File: config.mk
export PLATFORM = sky130hd
export DESIGN_NAME = fraction_add_reduce
export DESIGN_NICKNAME = d
export VERILOG_FILES = /design/src/sv/fadd_pkg.sv /design/src/sv/fadd_div.sv /design/src/sv/fadd_seq.sv /design/src/sv/fadd_dp.sv /design/src/sv/fraction_add_reduce.sv
export SDC_FILE = /design/constraint.sdc
export NUM_CORES = 2
export LEC_CHECK = 0
export BUFFER_PORTS_ARGS = -buffer_cell sky130_fd_sc_hd__buf_2
export CORE_ASPECT_RATIO = 0.9
export CORE_MARGIN = 5
export CORE_UTILIZATION = 40
export CTS_BUF_LIST = sky130_fd_sc_hd__clkbuf_8
export CTS_CLUSTER_DIAMETER = 150
export DETAILED_ROUTE_END_ITERATION = 7
export SETUP_SLACK_MARGIN = 0.02
export SLEW_MARGIN = 20
export SYNTH_ARGS = -nofsm -noshare
export SYNTH_HDL_FRONTEND = slang
export SYNTH_HIERARCHICAL = 1
export SYNTH_SLANG_ARGS = --single-unit
File: constraint.sdc
create_clock -name clk -period 10.1 [get_ports clk]
set_input_delay 2.525 -clock clk [delete_from_list [all_inputs] [get_ports clk]]
set_output_delay 2.525 -clock clk [all_outputs]
set_load 0.05 [all_outputs]
File: src/sv/fadd_pkg.sv
package fadd_pkg;

    // Field widths
    localparam int IN_WIDTH  = 16;
    localparam int PROD_W    = 2 * IN_WIDTH;
    localparam int NSUM_W    = PROD_W + 1;
    localparam int MAG_W     = PROD_W;
    localparam int CNT_W     = $clog2(MAG_W + 1);
    localparam int SUM_NUM_W = 33;
    localparam int SUM_DEN_W = 31;
    localparam int S_DATA_W  = ((4 * IN_WIDTH + 7) / 8) * 8;
    localparam int M_DATA_W  = ((SUM_NUM_W + SUM_DEN_W + 7) / 8) * 8;

    // Program addresses
    typedef enum logic [3:0] {
        STEP_IDLE     = 4'd0,
        STEP_SUM      = 4'd1,
        STEP_TEST     = 4'd2,
        STEP_REM      = 4'd3,
        STEP_REM_WAIT = 4'd4,
        STEP_FIN      = 4'd5,
        STEP_QN_WAIT  = 4'd6,
        STEP_QD       = 4'd7,
        STEP_QD_WAIT  = 4'd8,
        STEP_OUT      = 4'd9
    } step_t;

    // What a step waits on before it retires
    typedef enum logic [1:0] {
        WAIT_NONE,
        WAIT_IN,
        WAIT_DIV,
        WAIT_OUT
    } wait_t;

    typedef enum logic [1:0] {
        JMP_NEXT,
        JMP_ALWAYS,
        JMP_YZERO,
        JMP_GZERO
    } cond_t;

    // Divider operand select
    typedef enum logic [1:0] {
        DSEL_XY,
        DSEL_NG,
        DSEL_DG
    } dsel_t;

    // Where the divider result goes
    typedef enum logic [1:0] {
        STORE_NONE,
        STORE_EUCLID,
        STORE_QN,
        STORE_QD
    } store_t;

    typedef struct packed {
        wait_t  wt;
        logic   ld_sum;
        logic   div_go;
        dsel_t  dsel;
        store_t st;
        logic   ld_out;
        cond_t  cond;
        step_t  target;
    } ctrl_t;

    typedef struct packed {
        logic in_valid;
        logic div_done;
        logic out_free;
        logic y_zero;
        logic g_zero;
    } status_t;

    localparam ctrl_t CTRL_NOP = '{
        wt:     WAIT_NONE,
        ld_sum: 1'b0,
        div_go: 1'b0,
        dsel:   DSEL_XY,
        st:     STORE_NONE,
        ld_out: 1'b0,
        cond:   JMP_NEXT,
        target: STEP_IDLE
    };

    // Control store
    function automatic ctrl_t ucode_rom(step_t s);
        ctrl_t w;
        w = CTRL_NOP;
        unique case (s)
            STEP_IDLE:
            begin
                w.wt = WAIT_IN;
            end
            STEP_SUM:
            begin
                w.ld_sum = 1'b1;
            end
            STEP_TEST:
            begin
                w.cond   = JMP_YZERO;
                w.target = STEP_FIN;
            end
            STEP_REM:
            begin
                w.div_go = 1'b1;
                w.dsel   = DSEL_XY;
            end
            STEP_REM_WAIT:
            begin
                w.wt     = WAIT_DIV;
                w.st     = STORE_EUCLID;
                w.cond   = JMP_ALWAYS;
                w.target = STEP_TEST;
            end
            STEP_FIN:
            begin
                w.div_go = 1'b1;
                w.dsel   = DSEL_NG;
                w.cond   = JMP_GZERO;
                w.target = STEP_OUT;
            end
            STEP_QN_WAIT:
            begin
                w.wt = WAIT_DIV;
                w.st = STORE_QN;
            end
            STEP_QD:
            begin
                w.div_go = 1'b1;
                w.dsel   = DSEL_DG;
            end
            STEP_QD_WAIT:
            begin
                w.wt = WAIT_DIV;
                w.st = STORE_QD;
            end
            STEP_OUT:
            begin
                w.wt     = WAIT_OUT;
                w.ld_out = 1'b1;
                w.cond   = JMP_ALWAYS;
                w.target = STEP_IDLE;
            end
            default:
            begin
                w.cond   = JMP_ALWAYS;
                w.target = STEP_IDLE;
            end
        endcase
        return w;
    endfunction

endpackage

File: src/sv/fadd_div.sv
module fadd_div
    import fadd_pkg::*;
(
    input  logic             clk,
    input  logic             rst_n,
    input  logic             start,
    input  logic [MAG_W-1:0] dividend,
    input  logic [MAG_W-1:0] divisor,
    output logic             done,
    output logic [MAG_W-1:0] quo,
    output logic [MAG_W-1:0] rem
);

    logic [CNT_W-1:0] cnt_reg, cnt_next;
    logic [MAG_W-1:0] rem_reg, rem_next;
    logic [MAG_W-1:0] quo_reg, quo_next;
    logic [MAG_W-1:0] den_reg, den_next;
    logic [MAG_W:0]   shifted;
    logic [MAG_W:0]   diff;
    logic             ge;

    // One quotient bit per cycle, restoring
    assign shifted = {rem_reg, quo_reg[MAG_W-1]};
    assign diff    = shifted - {1'b0, den_reg};
    assign ge      = (shifted >= {1'b0, den_reg});

    always_comb
    begin
        cnt_next = cnt_reg;
        rem_next = rem_reg;
        quo_next = quo_reg;
        den_next = den_reg;
        if (start)
        begin
            cnt_next = CNT_W'(MAG_W);
            rem_next = '0;
            quo_next = dividend;
            den_next = divisor;
        end
        else if (cnt_reg != '0)
        begin
            cnt_next = cnt_reg - CNT_W'(1);
            rem_next = ge ? diff[MAG_W-1:0] : shifted[MAG_W-1:0];
            quo_next = {quo_reg[MAG_W-2:0], ge};
        end
    end

    always_ff @(posedge clk or negedge rst_n)
    begin
        if (!rst_n)
        begin
            cnt_reg <= '0;
        end
        else
        begin
            cnt_reg <= cnt_next;
        end
    end

    always_ff @(posedge clk)
    begin
        rem_reg <= rem_next;
        quo_reg <= quo_next;
        den_reg <= den_next;
    end

    assign done = (cnt_reg == '0);
    assign quo  = quo_reg;
    assign rem  = rem_reg;

endmodule

File: src/sv/fadd_seq.sv
module fadd_seq
    import fadd_pkg::*;
(
    input  logic    clk,
    input  logic    rst_n,
    input  status_t status,
    output ctrl_t   ctrl,
    output logic    go
);

    step_t step_reg, step_next;
    step_t step_inc;

    assign step_inc = step_t'(step_reg + 4'd1);

    // Outputs: fetch the control word, evaluate the hold condition
    always_comb
    begin
        ctrl = ucode_rom(step_reg);
        unique case (ctrl.wt)
            WAIT_NONE: go = 1'b1;
            WAIT_IN:   go = status.in_valid;
            WAIT_DIV:  go = status.div_done;
            WAIT_OUT:  go = status.out_free;
            default:   go = 1'b0;
        endcase
    end

    // Next step: hold, advance or jump
    always_comb
    begin
        step_next = step_reg;
        if (go)
        begin
            unique case (ctrl.cond)
                JMP_NEXT:   step_next = step_inc;
                JMP_ALWAYS: step_next = ctrl.target;
                JMP_YZERO:  step_next = status.y_zero ? ctrl.target : step_inc;
                JMP_GZERO:  step_next = status.g_zero ? ctrl.target : step_inc;
                default:    step_next = STEP_IDLE;
            endcase
        end
    end

    always_ff @(posedge clk or negedge rst_n)
    begin
        if (!rst_n)
        begin
            step_reg <= STEP_IDLE;
        end
        else
        begin
            step_reg <= step_next;
        end
    end

endmodule

File: src/sv/fadd_dp.sv
module fadd_dp
    import fadd_pkg::*;
(
    input  logic                clk,
    input  logic                rst_n,
    input  ctrl_t               ctrl,
    input  logic                go,
    output status_t             status,
    input  logic                s_axis_tvalid,
    output logic                s_axis_tready,
    input  logic [S_DATA_W-1:0] s_axis_tdata,
    output logic                m_axis_tvalid,
    input  logic                m_axis_tready,
    output logic [M_DATA_W-1:0] m_axis_tdata,
    output logic                m_axis_tuser,
    output logic                div_start,
    output logic [MAG_W-1:0]    div_a,
    output logic [MAG_W-1:0]    div_b,
    input  logic                div_done,
    input  logic [MAG_W-1:0]    div_quo,
    input  logic [MAG_W-1:0]    div_rem
);

    logic signed [IN_WIDTH-1:0] na, da, nb, db;
    logic signed [PROD_W-1:0]   pa_reg, pb_reg, pd_reg;
    logic signed [NSUM_W-1:0]   nsum;
    logic        [NSUM_W-1:0]   nabs;
    logic        [MAG_W-1:0]    dabs;
    logic        [MAG_W-1:0]    x_reg, y_reg, nmag_reg, dmag_reg;
    logic        [MAG_W-1:0]    qn_reg, qd_reg;
    logic                       neg_reg;
    logic signed [NSUM_W-1:0]   qs, num_val;
    logic                       err;
    logic                       in_fire;
    logic                       out_load;
    logic                       ov_reg;
    logic        [SUM_NUM_W-1:0] out_num_reg;
    logic        [SUM_DEN_W-1:0] out_den_reg;
    logic                        out_err_reg;

    assign na = s_axis_tdata[IN_WIDTH-1:0];
    assign da = s_axis_tdata[2*IN_WIDTH-1:IN_WIDTH];
    assign nb = s_axis_tdata[3*IN_WIDTH-1:2*IN_WIDTH];
    assign db = s_axis_tdata[4*IN_WIDTH-1:3*IN_WIDTH];

    assign s_axis_tready = (ctrl.wt == WAIT_IN);
    assign in_fire       = s_axis_tvalid & s_axis_tready;
    assign out_load      = ctrl.ld_out & go;

    // Cross products and the product denominator, taken at the input beat
    always_ff @(posedge clk)
    begin
        if (in_fire)
        begin
            pa_reg <= PROD_W'(na) * PROD_W'(db);
            pb_reg <= PROD_W'(nb) * PROD_W'(da);
            pd_reg <= PROD_W'(da) * PROD_W'(db);
        end
    end

    assign nsum = NSUM_W'(pa_reg) + NSUM_W'(pb_reg);
    assign nabs = nsum[NSUM_W-1] ? NSUM_W'(-nsum) : NSUM_W'(nsum);
    assign dabs = pd_reg[PROD_W-1] ? MAG_W'(-pd_reg) : MAG_W'(pd_reg);

    // Euclid on magnitudes; sign is restored at the end
    always_ff @(posedge clk)
    begin
        if (ctrl.ld_sum)
        begin
            x_reg    <= dabs;
            y_reg    <= nabs[MAG_W-1:0];
            nmag_reg <= nabs[MAG_W-1:0];
            dmag_reg <= dabs;
            neg_reg  <= (nsum[NSUM_W-1] ^ pd_reg[PROD_W-1]) & (pd_reg != '0);
        end
        else if (go)
        begin
            unique case (ctrl.st)
                STORE_EUCLID:
                begin
                    x_reg <= y_reg;
                    y_reg <= div_rem;
                end
                STORE_QN: qn_reg <= div_quo;
                STORE_QD: qd_reg <= div_quo;
                default:
                begin
                end
            endcase
        end
    end

    always_comb
    begin
        div_start = ctrl.div_go;
        unique case (ctrl.dsel)
            DSEL_XY:
            begin
                div_a = x_reg;
                div_b = y_reg;
            end
            DSEL_NG:
            begin
                div_a = nmag_reg;
                div_b = x_reg;
            end
            DSEL_DG:
            begin
                div_a = dmag_reg;
                div_b = x_reg;
            end
            default:
            begin
                div_a = x_reg;
                div_b = y_reg;
            end
        endcase
    end

    // Result formatting: zero gcd means numerator and denominator were both zero
    assign err     = (x_reg == '0);
    assign qs      = signed'({1'b0, qn_reg});
    assign num_val = neg_reg ? -qs : qs;

    always_ff @(posedge clk or negedge rst_n)
    begin
        if (!rst_n)
        begin
            ov_reg <= 1'b0;
        end
        else if (out_load)
        begin
            ov_reg <= 1'b1;
        end
        else if (m_axis_tready)
        begin
            ov_reg <= 1'b0;
        end
    end

    always_ff @(posedge clk)
    begin
        if (out_load)
        begin
            out_err_reg <= err;
            out_num_reg <= err ? '0 : SUM_NUM_W'(num_val);
            out_den_reg <= err ? '0 : SUM_DEN_W'(qd_reg);
        end
    end

    assign m_axis_tvalid = ov_reg;
    assign m_axis_tdata  = M_DATA_W'({out_den_reg, out_num_reg});
    assign m_axis_tuser  = out_err_reg;

    assign status.in_valid = s_axis_tvalid;
    assign status.div_done = div_done;
    assign status.out_free = ~ov_reg | m_axis_tready;
    assign status.y_zero   = (y_reg == '0);
    assign status.g_zero   = (x_reg == '0);

endmodule

File: src/sv/fraction_add_reduce.sv
// Fraction adder with gcd reduction.
// Input stream: one beat carries num_a/den_a + num_b/den_b. The block forms
// n = num_a*den_b + num_b*den_a over d = den_a*den_b, reduces both by the
// Euclid gcd and returns the sum with a non-negative denominator.
// Output stream: one beat per input beat; tuser flags the 0/0 case, where
// both result fields are zero. A zero denominator over a nonzero numerator
// gives 1/0, a zero numerator gives 0/1.
// Each item takes a data-dependent number of Euclid remainder steps (0 up
// to about 45); in the 0/0 case the sequencer goes straight to its output step.
// Every remainder and both final quotients go through one shared divider,
// one quotient bit per cycle, under a small microcode sequencer.
// s_axis_tready is high only while the sequencer sits at its idle step.
// The result waits in an output register: a stalled receiver holds it there
// while the next item is already accepted and worked on; the sequencer
// holds at its output step until that register is free.
// Reset clears the step counter, the divider count and output valid.
module fraction_add_reduce
    import fadd_pkg::*;
(
    input  logic                clk,
    input  logic                rst_n,
    input  logic                s_axis_tvalid,
    output logic                s_axis_tready,
    // num_a, den_a, num_b, den_b
    input  logic [S_DATA_W-1:0] s_axis_tdata,
    output logic                m_axis_tvalid,
    input  logic                m_axis_tready,
    // sum_num, sum_den
    output logic [M_DATA_W-1:0] m_axis_tdata,
    // zero_over_zero
    output logic                m_axis_tuser
);

    ctrl_t            ctrl;
    status_t          status;
    logic             go;
    logic             div_start;
    logic             div_done;
    logic [MAG_W-1:0] div_a, div_b, div_quo, div_rem;

    // Program sequencer
    fadd_seq u_seq (
        .clk    (clk),
        .rst_n  (rst_n),
        .status (status),
        .ctrl   (ctrl),
        .go     (go)
    );

    // Operand registers, stream ports and result formatting
    fadd_dp u_dp (
        .clk           (clk),
        .rst_n         (rst_n),
        .ctrl          (ctrl),
        .go            (go),
        .status        (status),
        .s_axis_tvalid (s_axis_tvalid),
        .s_axis_tready (s_axis_tready),
        .s_axis_tdata  (s_axis_tdata),
        .m_axis_tvalid (m_axis_tvalid),
        .m_axis_tready (m_axis_tready),
        .m_axis_tdata  (m_axis_tdata),
        .m_axis_tuser  (m_axis_tuser),
        .div_start     (div_start),
        .div_a         (div_a),
        .div_b         (div_b),
        .div_done      (div_done),
        .div_quo       (div_quo),
        .div_rem       (div_rem)
    );

    // Shared divider: Euclid remainders and the two final quotients
    fadd_div u_div (
        .clk      (clk),
        .rst_n    (rst_n),
        .start    (div_start),
        .dividend (div_a),
        .divisor  (div_b),
        .done     (div_done),
        .quo      (div_quo),
        .rem      (div_rem)
    );

endmodule
* Word-level counts from Yosys, hierarchy flattened
Cells that the tools add are included.
Storage, ports and cells: register bits after elaboration 460, input port bits 68, output and inout port bits 67, word-level logic and storage cells 106
Operators by class: $add $sub $neg 7, multiply operators 3, order comparisons 1, equality and inequality tests 20, mux-type cells 28, bitwise logic cells 8, reduce and logical (&&, ||, !) cells 19
Operators by type and width (number):
- 2-to-1 mux 32 bit | 13
- multiplier 16 x 16 -> 32 bit | 3
- logical NOT 32 bit | 2
- negator 32 bit | 2
- one-hot mux 32 bit (2 select lines) | 1
- adder 32 x 32 -> 33 bit | 1
- greater-or-equal comparator 33 x 32 -> 1 bit | 1
- negator 32 -> 33 bit | 1
- nonzero test 32 bit | 1
- subtractor 32 bit | 1
- one-hot mux 6 bit (4 select lines) | 1
- == test 4 x 3 -> 1 bit, second input constant | 4
- one-hot mux 4 bit (4 select lines) | 1
- == test 2 bit, second input constant | 7
- 2-to-1 mux 6 bit | 2
- one-hot mux 2 bit (3 select lines) | 2
- one-hot mux 3 bit (3 select lines) | 1
- == test 2 x 1 -> 1 bit, second input constant | 4
- == test 4 x 2 -> 1 bit, second input constant | 2
- == test 4 bit, second input constant | 2
- 2-to-1 mux 4 bit | 2
- nonzero test 2 bit | 4
- logical NOT 6 bit | 1
- AND reduction 3 bit | 2
- 16 further kinds | 25

* Depth between registers and ports, before layout
depth after elaboration 7, depth in mapped cells 25, mapped depth without buffers 24

* By module
Netlist, hierarchy kept.
Modules (own cells, without submodules):
- fadd_dp | instances 1, cells each 4500, area an instance 45977.8 um^2
- fadd_div | instances 1, cells each 559, area an instance 5786.8 um^2
- fadd_seq | instances 1, cells each 81, area an instance 620.6 um^2

* Worst setup path after synthesis
OpenSTA, ideal clock, no wires.
path type input to register, start in s_axis_tdata[23], end reg u_dp.pd_reg[25] (data pin), library setup time 0.266 ns, arrival time 8.459 ns, setup slack 1.375 ns, stages 24, buffers on the path 1, cells stage by stage clkbuf_1 -> nand2_1 -> fa_1 -> inv_1 -> fa_1 -> inv_1 -> fa_1 -> inv_1 -> fa_1 -> fa_1 -> inv_1 -> fa_1 -> inv_1 -> ha_1 -> a21o_1 -> a221o_1 -> a21oi_1 -> o21ai_0 -> a211o_1 -> a21o_1 -> a21o_1 -> a2111oi_0 -> nor3_1 -> xor2_1
On the way: cells in the longest elaborated chain, start to end 1
Ends and longest elaborated chain:
- from (decl) | RTL line fraction_add_reduce.sv:25 | input logic [S_DATA_W-1:0] s_axis_tdata,
- multiplier 16 x 16 -> 32 bit | RTL line fadd_dp.sv:57 | pd_reg <= PROD_W'(da) * PROD_W'(db);
- to (signal assigned) | RTL line fadd_dp.sv:57
- to (decl) | RTL line fadd_dp.sv:25 | logic signed [PROD_W-1:0] pa_reg, pb_reg, pd_reg;
No other way between the ends. A chain may end at the register's enable or synchronous reset.

* Worst setup path in the final report
start in s_axis_tdata[55], end reg u_dp.pd_reg[30] (data pin)
Same word-level chain as after synthesis.

==> metrics <==
routed via count=35900; worst hold endpoint=u_dp/qd_reg[23]; layout cell share with drive strength beyond 1=8.65%; routed vias/inst=5.13; flip-flop count of the largest register after layout=33; die width=391 um; largest fanout on the critical path=22; Final ANT Viol Nets=0; die span in y=353 um; worst slew margin relative to its limit=between 20% and 30%; antenna violations before repair=14; synthesized area per cell=10.2 um2; post-layout worst setup margin=1.18 ns; crit path launch type=input port; number of max-slew violations in the final report=0; setup repair after global routing missed its margin=no; count of boundary I/O pins=135; FF-to-FF path depth=12; setup repair bufs after CTS=0; DRC viols=0; number of buffers inserted by hold repair at cts=0; post-detailed-placement half-perimeter wirelength=106000 um; fill cell instance count of the final layout=about 13000; Worst Hold Depth=0; Worst R2R Setup Slack=4.87 ns; Final Hold Violating Endpoints=0; clock-pin slew of the registers on the worst-case setup and hold paths=about 0.060 ns; yosys synthesis warning count=6; net count of the finished layout=6370; WL/cell=19.0 um; final critical path time including I/O delays and setup=8.92 ns; first-pass GRT wire length=~220000 um; CTS Sinks=460; Final TNS setup=0 ns; Overall Global Routing Usage=between 10% and 20%; final setup skew=0.0376 ns; gate count of the mapped netlist=5137; Fmax=112 MHz; RD Place Congestion=0.906; Worst Max-Slew Pin Slew=about 1.1 ns; H-tree level count=3; path type of the worst min-delay path=register to register; final standard cell count with taps included and fillers excluded=about 7000; data arrival time of the critical path=9.35 ns; post_cts resized=0; IO Port Bufs=134; Detailed Route WL=133000 um; data required time at the worst endpoint=~11 ns; Detailed Routing Iterations Pass 1=5; maximum number of buffers from clock root to sink=3; Placeable Area=0.131 mm2; Final Cycle Share=88.3%; TritonCTS Buffers=81; hold_sp=u_div/quo[23]; pin count of the biggest net entering global routing=70; via count of the first global-routing pass=38100; reg-to-reg startpoint=u_dp/pa_reg[6]; number of DRC violations after detailed-routing iteration 0=2323; synthesized net count=6314; remaining global-route overflow=0; worst setup timing slack at the placement stage=0.511 ns; Root Driver=clkbuf_8; endpoint of the lowest-slack register-to-register path=u_dp/y_reg[31]; crit path kind=input port to register; run status=completed; Max Cap Violations=0; Setup-failing EPs final=0; Synth-to-Final Area Change=7.72%; CTS tree=done; number of placed instances with taps included=6837; overall die area=about 0.14 mm2; Starting Density=40.1%; latest clock arrival within the worst-skew pair=around 0.69 ns; Critical Path End Type=register; Synth Cell Area=0.0524 mm2; Site Rows=126
cell usage in the layout (no fill, tap or decap), types with 49 or more instances in the layout:
master,instances
xor2_1,88
a21o_1,64
inv_1,967
ha_1,319
fa_1,788
and2_1,385
edfxtp_1,417
a21oi_1,129
nand2_1,515
buf_4,49
nor2_1,245
clkbuf_8,83
o21ai_0,130
xnor2_1,158
buf_2,134
mux2_2,106
final cells by class:
class	instances	area (um2)	share of cell area, %
Inverter	946	3550	6.30
Clock inverter	68	457	0.810
Clock buffer	83	1140	2.03
Sequential cell	460	13400	23.8
Antenna cell	6	15.0	0.0266
Multi-Input combinational cell	3520	34600	61.3
Timing Repair Buffer	184	1070	1.89
Tap cell	1728	2160	3.83
how the worst max path moves through the flow:
| stage | startpoint | to | depth (start not counted) |
|---|---|---|---|
| finish | s_axis_tdata[55] | u_dp/pd_reg[30] | 22 |
| global route | s_axis_tdata[55] | u_dp/pd_reg[30] | 24 |
| CTS | s_axis_tdata[55] | u_dp/pd_reg[30] | 24 |
| detailed placement | s_axis_tdata[55] | u_dp/pd_reg[30] | 24 |
| global placement | s_axis_tdata[55] | u_dp/pd_reg[30] | 24 |
| floorplan | s_axis_tdata[23] | u_dp/pd_reg[25] | 24 |
critical path: stages:
cell,delay [ns]
buf_2,0.46
nand2_1,0.16
fa_1,0.59
inv_1,0.06
fa_1,0.48
fa_1,0.59
fa_1,0.46
fa_1,0.50
inv_1,0.05
fa_1,0.47
inv_1,0.04
ha_1,0.32
a21o_1,0.21
a221o_1,0.34
a21oi_1,0.30
nand2_1,0.09
a211oi_1,0.34
o31ai_1,0.25
a2111oi_0,0.67
o31ai_1,0.15
a21oi_1,0.20
xnor2_1,0.08
per-layer routing:
metal,global-route usage [%],vias to the layer above,share of wire (%)
met5,0,-,0
met4,4.79,0,2.5
met3,2.22,166,5.3
met2,32.1,980,46
met1,28.1,18200,46
li1,-,16600,-
through the flow:
| step | hold WS, ns | utilization (%) | cell area [um2] |
|---|---|---|---|
| global placement | 0.463 | 42.0 | 54800 |
| global route | 0.481 | 43.2 | 56400 |
| finish | 0.464 | 43.2 | 56400 |
| floorplan | 0.441 | - | 52400 |
| detailed placement | 0.461 | 42.0 | 54800 |
| CTS | 0.467 | 43.2 | 56400 |
Power is left out: the tool's default activity adds up to more than one toggle a clock period on the data nets, which glitch-free logic cannot reach.
